**src/design/tqb_pkg.sv**
```systemverilog
package tqb_pkg;

    // Result status codes
    typedef enum logic [3:0] {
        ST_SENT_DIRECT = 4'd0,
        ST_QUEUED      = 4'd1,
        ST_DISABLED    = 4'd2,
        ST_TOO_LARGE   = 4'd3,
        ST_FULL_DROP   = 4'd4,
        ST_EMPTY       = 4'd5,
        ST_BACKOFF     = 4'd6,
        ST_HW_BUSY     = 4'd7,
        ST_SENT_QUEUE  = 4'd8
    } t_status;

    // Sequencer states
    typedef enum logic {
        S_IDLE,
        S_EXEC
    } t_state;

    // Item kinds
    localparam logic FUNC_SEND  = 1'b0;
    localparam logic FUNC_DRAIN = 1'b1;

    // Configuration register indexes
    localparam int CFG_IDX_W = 8;
    localparam logic [CFG_IDX_W-1:0] CFG_ENABLED = 8'd0;
    localparam logic [CFG_IDX_W-1:0] CFG_STATION = 8'd1;
    localparam int CFG_DATA_W = 48;

    // Frame geometry
    localparam logic [15:0] HDR_BYTES = 16'd14;
    localparam logic [15:0] HDR_BELOW = 16'd78;
    localparam logic [15:0] MIN_FRAME = 16'd60;

endpackage

```
**src/design/tx_queue_with_backoff.sv**
```systemverilog
// Channel   | Direction | Signals                                         | Transfer
// ----------+-----------+-------------------------------------------------+-----------------------
// item      | in        | i_func i_payload_tag i_payload_length i_hw_ready | start && !busy
// result    | out       | o_status o_tx_* o_queue_depth o_dropped_count    | o_done (one cycle)
//           |           | o_room_available                                |
// config    | in        | i_cfg_index i_cfg_data                          | i_cfg_valid && o_cfg_ready
//
// For each item, the accept edge launches the read of the queue head from
// the entry RAM, the following cycle decides and writes back, and o_done pulses in the
// cycle after that, in which the next item may already be accepted.
// The registered read port of the entry RAM is why the decision waits for S_EXEC.
// Reset is synchronous and active low; busy and o_cfg_ready show it. No clearing pass.
// Register writes are held off while an item is offered or in flight.
// The receiver cannot stall: each result is shown for exactly one cycle.
module tx_queue_with_backoff
    import tqb_pkg::*;
#(
    parameter int QUEUE_DEPTH = 16,
    parameter int RING_SIZE   = 8,
    parameter int MAX_PAYLOAD = 128
) (
    input  logic                  i_clk,
    input  logic                  i_rst_n,
    // item channel
    input  logic                  start,
    output logic                  busy,
    input  logic                  i_func,
    input  logic [15:0]           i_payload_tag,
    input  logic [15:0]           i_payload_length,
    input  logic                  i_hw_ready,
    // result channel
    output logic                  o_done,
    output logic [3:0]            o_status,
    output logic                  o_tx_valid,
    output logic [15:0]           o_tx_tag,
    output logic [2:0]            o_tx_slot,
    output logic [7:0]            o_tx_frame_length,
    output logic                  o_tx_add_header,
    output logic [4:0]            o_queue_depth,
    output logic [31:0]           o_dropped_count,
    output logic                  o_room_available,
    // configuration channel
    input  logic                  i_cfg_valid,
    output logic                  o_cfg_ready,
    input  logic [CFG_IDX_W-1:0]  i_cfg_index,
    input  logic [CFG_DATA_W-1:0] i_cfg_data
);

    localparam int QW = $clog2(QUEUE_DEPTH);
    localparam int CW = $clog2(QUEUE_DEPTH + 1);
    localparam int RW = $clog2(RING_SIZE);
    localparam int LW = $clog2(MAX_PAYLOAD + 1);
    localparam int EW = 16 + LW;

    // control state
    t_state        r_state, n_state;
    logic          r_enabled, n_enabled;
    logic [QW-1:0] r_head, n_head;
    logic [QW-1:0] r_tail, n_tail;
    logic [CW-1:0] r_count, n_count;
    logic          r_backoff, n_backoff;
    logic [31:0]   r_drops, n_drops;
    logic [RW-1:0] r_cursor, n_cursor;
    logic          r_done, n_done;

    // captured item
    logic          r_func;
    logic [15:0]   r_tag;
    logic [15:0]   r_len;
    logic          r_hw_ready;

    // result registers
    t_status       r_status, n_status;
    logic          r_tx_valid, n_tx_valid;
    logic [15:0]   r_tx_tag, n_tx_tag;
    logic [2:0]    r_tx_slot, n_tx_slot;
    logic [7:0]    r_tx_frame, n_tx_frame;
    logic          r_tx_hdr, n_tx_hdr;
    logic [4:0]    r_qdepth, n_qdepth;
    logic          r_room, n_room;

    // entry RAM
    logic          ram_we;
    logic [EW-1:0] ram_wdata;
    logic [EW-1:0] ram_rdata;

    logic          accept;
    logic          hand;
    logic [15:0]   hand_tag;
    logic [15:0]   hand_len;
    logic [15:0]   frame;
    logic [CW+4:0] qdepth_ext;
    logic [RW+2:0] slot_ext;

    assign accept      = start && !busy;
    assign busy        = !i_rst_n || (r_state != S_IDLE);
    // writes only land with nothing offered or in flight
    assign o_cfg_ready = !busy && !start;

    // head entry is read continuously; it is valid in S_EXEC
    tqb_ram #(
        .WIDTH (EW),
        .DEPTH (QUEUE_DEPTH)
    ) u_ram (
        .i_clk   (i_clk),
        .i_we    (ram_we),
        .i_waddr (r_tail),
        .i_wdata (ram_wdata),
        .i_raddr (r_head),
        .o_rdata (ram_rdata)
    );

    assign ram_wdata = {r_tag, r_len[LW-1:0]};

    // state registers
    always_ff @(posedge i_clk) begin
        if (!i_rst_n) begin
            r_state   <= S_IDLE;
            r_enabled <= 1'b0;
            r_head    <= '0;
            r_tail    <= '0;
            r_count   <= '0;
            r_backoff <= 1'b0;
            r_drops   <= '0;
            r_cursor  <= '0;
            r_done    <= 1'b0;
        end else begin
            r_state   <= n_state;
            r_enabled <= n_enabled;
            r_head    <= n_head;
            r_tail    <= n_tail;
            r_count   <= n_count;
            r_backoff <= n_backoff;
            r_drops   <= n_drops;
            r_cursor  <= n_cursor;
            r_done    <= n_done;
        end
    end

    // item capture and result payload
    always_ff @(posedge i_clk) begin
        if (accept) begin
            r_func     <= i_func;
            r_tag      <= i_payload_tag;
            r_len      <= i_payload_length;
            r_hw_ready <= i_hw_ready;
        end
        if (r_state == S_EXEC) begin
            r_status   <= n_status;
            r_tx_valid <= n_tx_valid;
            r_tx_tag   <= n_tx_tag;
            r_tx_slot  <= n_tx_slot;
            r_tx_frame <= n_tx_frame;
            r_tx_hdr   <= n_tx_hdr;
            r_qdepth   <= n_qdepth;
            r_room     <= n_room;
        end
    end

    // configuration writes; a station address write is accepted but not stored
    always_comb begin
        n_enabled = r_enabled;
        if (i_cfg_valid && o_cfg_ready) begin
            case (i_cfg_index)
                CFG_ENABLED: n_enabled = i_cfg_data[0];
                CFG_STATION: n_enabled = r_enabled;
                default:     n_enabled = r_enabled;
            endcase
        end
    end

    // frame geometry of the handed-over frame
    assign hand_tag = (r_func == FUNC_DRAIN) ? ram_rdata[EW-1:LW] : r_tag;
    assign hand_len = (r_func == FUNC_DRAIN) ? 16'(ram_rdata[LW-1:0]) : r_len;

    always_comb begin
        frame = (hand_len < HDR_BELOW) ? hand_len + HDR_BYTES : hand_len;
        if (frame < MIN_FRAME) begin
            frame = MIN_FRAME;
        end
    end

    // sequencer: decide, update queue and counters
    always_comb begin
        n_state   = r_state;
        n_head    = r_head;
        n_tail    = r_tail;
        n_count   = r_count;
        n_backoff = r_backoff;
        n_drops   = r_drops;
        n_cursor  = r_cursor;
        n_done    = 1'b0;
        n_status  = ST_DISABLED;
        ram_we    = 1'b0;
        hand      = 1'b0;

        case (r_state)
            S_IDLE: begin
                if (accept) begin
                    n_state = S_EXEC;
                end
            end
            S_EXEC: begin
                n_state = S_IDLE;
                n_done  = 1'b1;
                if (!r_enabled) begin
                    n_status = ST_DISABLED;
                end else if (r_func == FUNC_SEND) begin
                    if (r_len > 16'(MAX_PAYLOAD)) begin
                        n_status = ST_TOO_LARGE;
                    end else if (r_count == '0 && r_hw_ready) begin
                        hand     = 1'b1;
                        n_status = ST_SENT_DIRECT;
                    end else if (r_count >= CW'(QUEUE_DEPTH)) begin
                        n_drops  = r_drops + 32'd1;
                        n_status = ST_FULL_DROP;
                    end else begin
                        ram_we   = 1'b1;
                        n_tail   = (r_tail == QW'(QUEUE_DEPTH - 1)) ? '0 : r_tail + 1'b1;
                        n_count  = r_count + 1'b1;
                        n_status = ST_QUEUED;
                    end
                end else begin
                    if (r_count == '0) begin
                        n_status = ST_EMPTY;
                    end else if (r_backoff) begin
                        n_backoff = 1'b0;
                        n_status  = ST_BACKOFF;
                    end else if (!r_hw_ready) begin
                        n_backoff = 1'b1;
                        n_status  = ST_HW_BUSY;
                    end else begin
                        hand     = 1'b1;
                        n_head   = (r_head == QW'(QUEUE_DEPTH - 1)) ? '0 : r_head + 1'b1;
                        n_count  = r_count - 1'b1;
                        n_status = ST_SENT_QUEUE;
                    end
                end
                // every hand-over advances the ring and arms one backoff tick
                if (hand) begin
                    n_cursor  = (r_cursor == RW'(RING_SIZE - 1)) ? '0 : r_cursor + 1'b1;
                    n_backoff = 1'b1;
                end
            end
            default: n_state = S_IDLE;
        endcase
    end

    // result fields
    assign qdepth_ext = {5'd0, n_count};
    assign slot_ext   = {3'd0, r_cursor};

    always_comb begin
        n_tx_valid = hand;
        n_tx_tag   = hand ? hand_tag : 16'd0;
        n_tx_slot  = hand ? slot_ext[2:0] : 3'd0;
        n_tx_frame = hand ? frame[7:0] : 8'd0;
        n_tx_hdr   = hand && (hand_len < HDR_BELOW);
        n_qdepth   = qdepth_ext[4:0];
        n_room     = n_count < CW'(QUEUE_DEPTH);
    end

    assign o_done            = r_done;
    assign o_status          = r_status;
    assign o_tx_valid        = r_tx_valid;
    assign o_tx_tag          = r_tx_tag;
    assign o_tx_slot         = r_tx_slot;
    assign o_tx_frame_length = r_tx_frame;
    assign o_tx_add_header   = r_tx_hdr;
    assign o_queue_depth     = r_qdepth;
    assign o_dropped_count   = r_drops;
    assign o_room_available  = r_room;

endmodule

```
**src/design/tqb_ram.sv**
```systemverilog
module tqb_ram #(
    parameter int WIDTH = 24,
    parameter int DEPTH = 16
) (
    input  logic                     i_clk,
    input  logic                     i_we,
    input  logic [$clog2(DEPTH)-1:0] i_waddr,
    input  logic [WIDTH-1:0]         i_wdata,
    input  logic [$clog2(DEPTH)-1:0] i_raddr,
    output logic [WIDTH-1:0]         o_rdata
);

    logic [WIDTH-1:0] r_mem [DEPTH];

    // One write port, one registered read port
    always_ff @(posedge i_clk) begin
        if (i_we) begin
            r_mem[i_waddr] <= i_wdata;
        end
        o_rdata <= r_mem[i_raddr];
    end

endmodule

```
**config.mk**
```make
export PLATFORM = sky130hd
export DESIGN_NAME = tx_queue_with_backoff
export DESIGN_NICKNAME = d
export VERILOG_FILES = /design/src/design/tqb_pkg.sv /design/src/design/tx_queue_with_backoff.sv /design/src/design/tqb_ram.sv
export SDC_FILE = /design/constraint.sdc
export NUM_CORES = 1
export LEC_CHECK = 0
export CORE_MARGIN = 2
export CORE_UTILIZATION = 67
export DETAILED_ROUTE_END_ITERATION = 6
export DONT_BUFFER_PORTS = 1
export GPL_ROUTABILITY_DRIVEN = 0
export HOLD_SLACK_MARGIN = 0.1
export PLACE_DENSITY_LB_ADDON = 0.1
export SYNTH_ARGS = -nofsm -noshare
export SYNTH_HDL_FRONTEND = slang
export SYNTH_SLANG_ARGS = --single-unit
```
**constraint.sdc**
```tcl
create_clock -name i_clk -period 9.4 [get_ports i_clk]
set_input_delay 0.94 -clock i_clk [delete_from_list [all_inputs] [get_ports i_clk]]
set_output_delay 0.94 -clock i_clk [all_outputs]
set_load 0.05 [all_outputs]
```
==> results of run 1 <==
## cells in the final DEF (no fill, tap or decap), types with 7 or more instances in the layout
cell type  instances
nor2_2             8
clkinv_1          14
mux2i_1           32
nand3_1           17
nor2_1            40
and2_1             7
nand2b_1           7
nor3_1            12
inv_1             14
mux4_2           120
nand2_1           36
or4_1             19
clkinv_2          18
o31ai_1           16
clkbuf_16         53
ha_1              12
or3_1             15
dfxtp_1           72
edfxtp_1         457
buf_4             21
nand4_1           10
a21oi_1           43
o21ai_0           18
## report_power, final
part / switching, mW / total (mW) / internal [mW]
logic: 0.0272 / 0.0354 / 0.00815
clock network: 0.856 / 1.98 / 1.13
registers: 0.0395 / 2.61 / 2.57
## per-stage QoR
step           area, um2  std cells  hold slack, ns  setup slack, ns
2_1_floorplan      20700       1102           0.447             4.98
3_3_place_gp       21200       1466           0.463             5.41
3_5_place_dp       21200       1466           0.478             5.31
4_1_cts            22800       1562           0.446             5.32
5_1_grt            22800       1562           0.447             5.16
6_report           22800       1562           0.461             5.30
## kinds of logic (layout without fill, tap and decap cells)
| logic type | Yosys count | after routing | share of synthesized area (%) |
|---|---|---|---|
| DFF | 533 | 533 | 73.6 |
| and+or+nand+nor | 220 | 220 | 5.95 |
| buffers and inverters | 69 | 133 | 1.47 |
| AOI/OAI and AO/OA | 105 | 105 | 3.19 |
| adders and majority gates | 12 | 12 | 0.725 |
| xor gates and xnor gates | 10 | 10 | 0.423 |
| muxes | 153 | 153 | 14.6 |
## critical path, stage by stage (launching register included)
cell      delay, ns
edfxtp_1       0.65
or4_1          0.71
o21ai_2        0.55
and4_1         0.47
nand2_1        0.25
nor2_2         0.69
buf_4          0.44
## flip-flops by register name, summed over array words and instances (netlist names), 5 cells and up
register           cells
r_len                 16
u_ram.r_mem          384
r_tag                 16
o_queue_depth          5
o_dropped_count       32
u_ram.o_rdata         24
o_tx_frame_length      8
r_count                5
o_tx_tag              16
## layout make-up
type | count | area [um2] | share of cell area [%]
Timing Repair Buffer | 21 | 158 | 0.690
Clock buffer | 59 | 1370 | 5.99
Tap cell | 396 | 495 | 2.17
Multi-Input combinational cell | 500 | 5240 | 23.0
Inverter | 16 | 60.1 | 0.263
Clock inverter | 37 | 260 | 1.14
Sequential cell | 533 | 15300 | 66.8
## metal layers
metal	part of all wire (%)	GRT usage (%)	up-vias	wire, um
met5	0.033	0	-	14
met4	2.2	7.22	2	932
met3	6.9	4.29	79	2950
met2	50	43.8	463	21400
met1	41	38.4	5508	17500
li1	-	-	4555	-
## final timing paths
kind	from	endpoint	slack [ns]	cells past startpoint
max	r_len[4]$_DFFE_PP_	u_ram.r_mem[15][22]$_DFFE_PP_	5.30	6
min	i_payload_tag[1]	r_tag[1]$_DFFE_PP_	0.46	0
max reg2reg	r_len[4]$_DFFE_PP_	u_ram.r_mem[15][22]$_DFFE_PP_	5.30	6
min reg2reg	r_cursor[2]$_SDFFE_PN0P_	r_cursor[2]$_SDFFE_PN0P_	0.49	2
==> summary.txt, run 1 <==
Status: completed
Synth cell types: 62
Worst setup SP type: flop
Wirelength per Cell: 27.4 um
Vias in the first global route: 10620
Row cnt: 64
Clock skew: 0.0204 ns
Worst min-delay path category: primary input to flop
Final setup vio count: 0
Number of synthesized register bits: 533
Final min period: 4.10 ns
Final ANT Viol Nets: 0
Top cells by area, synth: edfxtp_1 (66%), mux4_2 (13%), dfxtp_1 (7.3%)
Initial antenna violation count: 1
Pwr Density: 203 mW/mm2
Layout Area Growth over Synthesis: 10.3%
Hold buffer count at CTS: 0
Nets: 1230
Commonest cells post-synth: edfxtp_1 (457), mux4_2 (120), dfxtp_1 (76), nor2_1 (53), a21oi_1 (43)
DR DRC count: 0
Root Buffer: clkbuf_16
Core Area: 0.0305 mm2
Seq/Total Area, Yosys: 73.6%
Post-synth EDFFs: 457
Syn_area_per_cell: 18.8 um2
Final hold vios: 0
Fmax: 244 MHz
First-pass GRT wire length: 64500 um
Vias: 10607
Synthesized net count: 1208
P_leak: 7.11 nW
Worst-path maximum fanout: 22
Initial core utilization: 67.9%
Htree depth: 2
Primary FF master, synth: edfxtp_1
CTS Sinks: 533
Die Footprint: 0.0323 mm2
Area leader, netlist: edfxtp_1
Top-count cell post-synth: edfxtp_1
1st-iter DRT viols: 1112
Layout cells sized above 1: 22.0%
Crit path DAT: 4.33 ns
Detailed Place HPWL: 22800 um
Slew of the pin with the lowest slew margin: 1.07 ns
Async SR Flop Fraction: 0%
Mapped cell area: 0.0207 mm2
Worst Setup Path Type: flop to flop
WL final: 42800 um
Unrepaired setup endpoints after global routing: no
Top cell type's share of synthesized area: 66.3%
Pin count of the biggest net entering global routing: 54
Filler Cells Inserted: 1712
Num CTS Buffers: 52
Synth Warn #: 0
Post-CTS Setup Repair Bufs: 0
N_diodes: 0
WP data required: 9.63 ns
Die Y: 180 um
Design Power: 4.63 mW
Die X-Extent: 180 um
Cells after Synth: 1102
Grt total ovfl: 0
Clock Path Buffers: 3
CP Capture Type: flop
Worst-path clk slew: 0.06 ns
Setup_tns: 0 ns
Post-CTS sizing: 0
Total GRT Usage: 26.7%
Max VDD drop: 229 uV
Fin util: 74.9%
Fin crit share: 43.6%
Vias per cell: 6.79
CTS tree: done
Worst rel slew slack: 28.8%
Final Max Tran Viols: 0
PortBufs: 0
Drt first pass iters: 5
IO Count: 168
Max-cap viol count: 0
Insertion delay to the later sink of the worst-skew pair: 0.57 ns
(Power assumes the default switching activity.)
==> inputs of run 2 (changes only) <==
--- a/config.mk
+++ b/config.mk
@@ -6,7 +6,7 @@
 export NUM_CORES = 1
 export LEC_CHECK = 0
 export CORE_MARGIN = 2
-export CORE_UTILIZATION = 67
+export CORE_UTILIZATION = 63
 export DETAILED_ROUTE_END_ITERATION = 6
 export DONT_BUFFER_PORTS = 1
 export GPL_ROUTABILITY_DRIVEN = 0
==> constraint.sdc (replaced) <==
create_clock -name i_clk -period 3.9 [get_ports i_clk]
set_input_delay 0.39 -clock i_clk [delete_from_list [all_inputs] [get_ports i_clk]]
set_output_delay 0.39 -clock i_clk [all_outputs]
set_load 0.05 [all_outputs]
==> run 2 against run 1 <==
  * Critical path depth is the same
  * Sequential power up 140%
  * Clock power rose by 140%
  * Cell area is 2.9% higher
  * Register-to-register slack lost 4.6 ns
  * First-iteration DRC count shrank 22%
  * Total power is 140% higher
  * Count of clock-buffer cells in the layout is 15 higher
  * Global-route usage shrank 0.46 points
  * Fmax grew 29%
  * Worst hold slack got worse by 0.28 ns
==> summary.txt, run 2 (synthesis results as in run 1) <==
Worst rel slew slack: 33.2% (+4.4 points)
Post-CTS sizing: 0 (unchanged)
Vias: 10690 (+0.78%)
DP Area: 0.0215 mm2 (+1.5%)
Max-cap viol count: 0 (unchanged)
Reg2reg start: r_len[0]$_DFFE_PP_
P_leak: 7.36 nW (+3.5%)
Final Max Tran Viols: 0 (unchanged)
Status: completed
Flop pwr share: 56.6% (+0.2 points)
Cell area after layout: 0.0235 mm2 (+2.9%)
Initial antenna violation count: 0 (-1)
Hold buffer count at CTS: 37 (+37)
R2R Setup Slk: 0.73 ns (-4.57 ns)
N_diodes: 0 (unchanged)
Most frequent cells in the layout: edfxtp_1 (457), mux4_2 (120), dfxtp_1 (72), clkbuf_16 (52), buf_4 (45)
Worst setup SP type: flop
Grt total ovfl: 0 (unchanged)
Final ANT Viol Nets: 0 (unchanged)
Dpl cells: 1540 (+5.0%)
Fmax: 315 MHz (+29%)
Core Area: 0.0325 mm2 (+6.4%)
Initial core utilization: 63.8% (-4.1 points)
Worst-path maximum fanout: 19 (-14%)
Nets: 1294 (+5.2%)
Total GRT Usage: 26.3% (-0.46 points)
Clock skew: 0.0269 ns (+0.00649 ns)
WP data required: 4.19 ns (-5.44 ns)
Pin count of the biggest net entering global routing: 50 (-7.4%)
Slew of the pin with the lowest slew margin: 0.998 ns (-0.0678 ns)
Insertion delay to the later sink of the worst-skew pair: 0.60 ns (+0.03 ns)
Fin crit share: 81.3% (+38 points)
Most common cell after layout, fill and taps aside: edfxtp_1
Internal: 8.91 mW (+140%)
Final min period: 3.17 ns (-0.926 ns)
First-pass GRT wire length: 64700 um (+0.38%)
DR DRC count: 0 (unchanged)
Hold Startpoint: i_rst_n
Die Y: 185 um (+3.1%)
PortBufs: 0 (unchanged)
Layout Area Growth over Synthesis: 13.4%
Max VDD drop: 453 uV (+98%)
Die X-Extent: 185 um (+3.1%)
Comb power frac: 1.2% (+0.4 points)
Wirelength per Cell: 25.9 um (-5.5%)
Max FFs per register: 384 (unchanged)
Layout cells sized above 1: 22.2% (+0.15 points)
Die Footprint: 0.0343 mm2 (+6.2%)
Clock Power Share: 42.2% (-0.6 points)
CP Capture Type: flop
Worst min-delay path category: primary input to flop
Num CTS Buffers: 51 (-1.9%)
Sw Pwr: 2.19 mW (+140%)
CTS Sinks: 533 (unchanged)
IO Count: 168 (unchanged)
Worst-path clk slew: 0.06 ns (about the same)
Vias per cell: 6.39 (-5.8%)
WL final: 43300 um (+1.2%)
Top reg by flops: u_ram.r_mem
Sw Share: 19.7% (-0.21 points)
Post-CTS Setup Repair Bufs: 0 (unchanged)
Hold Crit Depth: 3 (+3)
Final std cells w/o fill: 1672 (+7.0%)
Crit path DAT: 3.46 ns (-0.87 ns)
Unrepaired setup endpoints after global routing: no
Worst Setup Path Type: flop to flop
Row cnt: 66 (+3.1%)
Htree depth: 2 (unchanged)
Drt first pass iters: 5 (unchanged)
Final hold vios: 0 (unchanged)
Setup_tns: 0 ns (unchanged)
Reg2Reg Depth: 6 (unchanged)
Clock Path Buffers: 3 (unchanged)
CTS tree: done
1st-iter DRT viols: 868 (-22%)
WHS Endpoint: r_count[0]$_SDFF_PN0_
Reg-to-Reg End: u_ram.r_mem[3][10]$_DFFE_PP_
Final setup vio count: 0 (unchanged)
Design Power: 11.1 mW (+140%)
Pwr Density: 472 mW/mm2 (+130%)
Root Buffer: clkbuf_16
Vias in the first global route: 10626 (+0.056%)
Detailed Place HPWL: 24400 um (+7.3%)
## run 2: cell count changes in the layout (fill, tap and decap cells not counted), moves of 2 or more
| cell | before | now |
|---|---|---|
| buf_12 | 0 | 4 |
| buf_4 | 21 | 45 |
| clkbuf_1 | 4 | 18 |
| clkbuf_8 | 2 | 4 |
| clkinv_1 | 14 | 11 |
| clkinv_2 | 18 | 6 |
| dlygate4sd3_1 | 0 | 37 |
| nor2_2 | 8 | 12 |
| nor2_4 | 5 | 1 |
| nor3_2 | 4 | 0 |
| nor3_4 | 1 | 5 |
## run 2: worst max-delay path, cell delays in order, from the launching register on
cell and delay [ns]:
edfxtp_1 0.64, or4_1 0.70, o21ai_2 0.17, and4_1 0.36, nand2_1 0.23, nor3_4 0.46
buf_12 0.28
## run 2: area by class of cell
class	count	area, um2
clock buffer	74	1420
clock inverter	21	170
fill	1957	8960
inverter	16	60.1
multi-input combinational	500	5250
sequential	533	15300
tap	442	553
timing repair buffer	86	788
## run 2: worst max-delay path by stage
| stage | from | to | slack [ns] | cells past startpoint |
|---|---|---|---|---|
| 2_1_floorplan | r_state$_SDFF_PP0_ | u_ram.r_mem[7][0]$_DFFE_PP_ | 0.13 | 6 |
| 5_1_grt | r_len[0]$_DFFE_PP_ | o_tx_frame_length[7]$_SDFFCE_PP0P_ | 0.46 | 6 |
| 6_report | r_len[0]$_DFFE_PP_ | u_ram.r_mem[3][10]$_DFFE_PP_ | 0.73 | 6 |
| 4_1_cts | r_len[0]$_DFFE_PP_ | o_tx_frame_length[7]$_SDFFCE_PP0P_ | 0.71 | 6 |
| 3_3_place_gp | r_len[0]$_DFFE_PP_ | u_ram.r_mem[3][10]$_DFFE_PP_ | 0.83 | 6 |
| 3_5_place_dp | r_len[0]$_DFFE_PP_ | o_tx_frame_length[7]$_SDFFCE_PP0P_ | 0.75 | 6 |
## run 2: metrics by stage
stage / setup WS, ns / util, % / hold slack [ns]
after floorplan: 0.127 / - / 0.447
after global placement: 0.829 / 66.4 / 0.464
after detailed placement: 0.753 / 66.4 / 0.472
after CTS: 0.712 / 72.4 / 0.154
final: 0.728 / 72.4 / 0.177
after global routing: 0.464 / 72.4 / 0.204
## run 2: power by group through the flow
stage               clock network, mW  registers, mW  logic [mW]
floorplan                           0           6.39      0.0541
global placement                    0           6.40      0.0939
detailed placement                  0           6.40      0.0946
CTS                              4.77           6.28       0.127
global route                     4.99           6.29       0.137
finish                           4.69           6.28       0.128
## run 2: metal layers
layer	wire length [um]	GRT usage, %
met5	0	0
met4	877	7.97
met3	3000	4.44
met2	21300	42.6
met1	18100	37.3
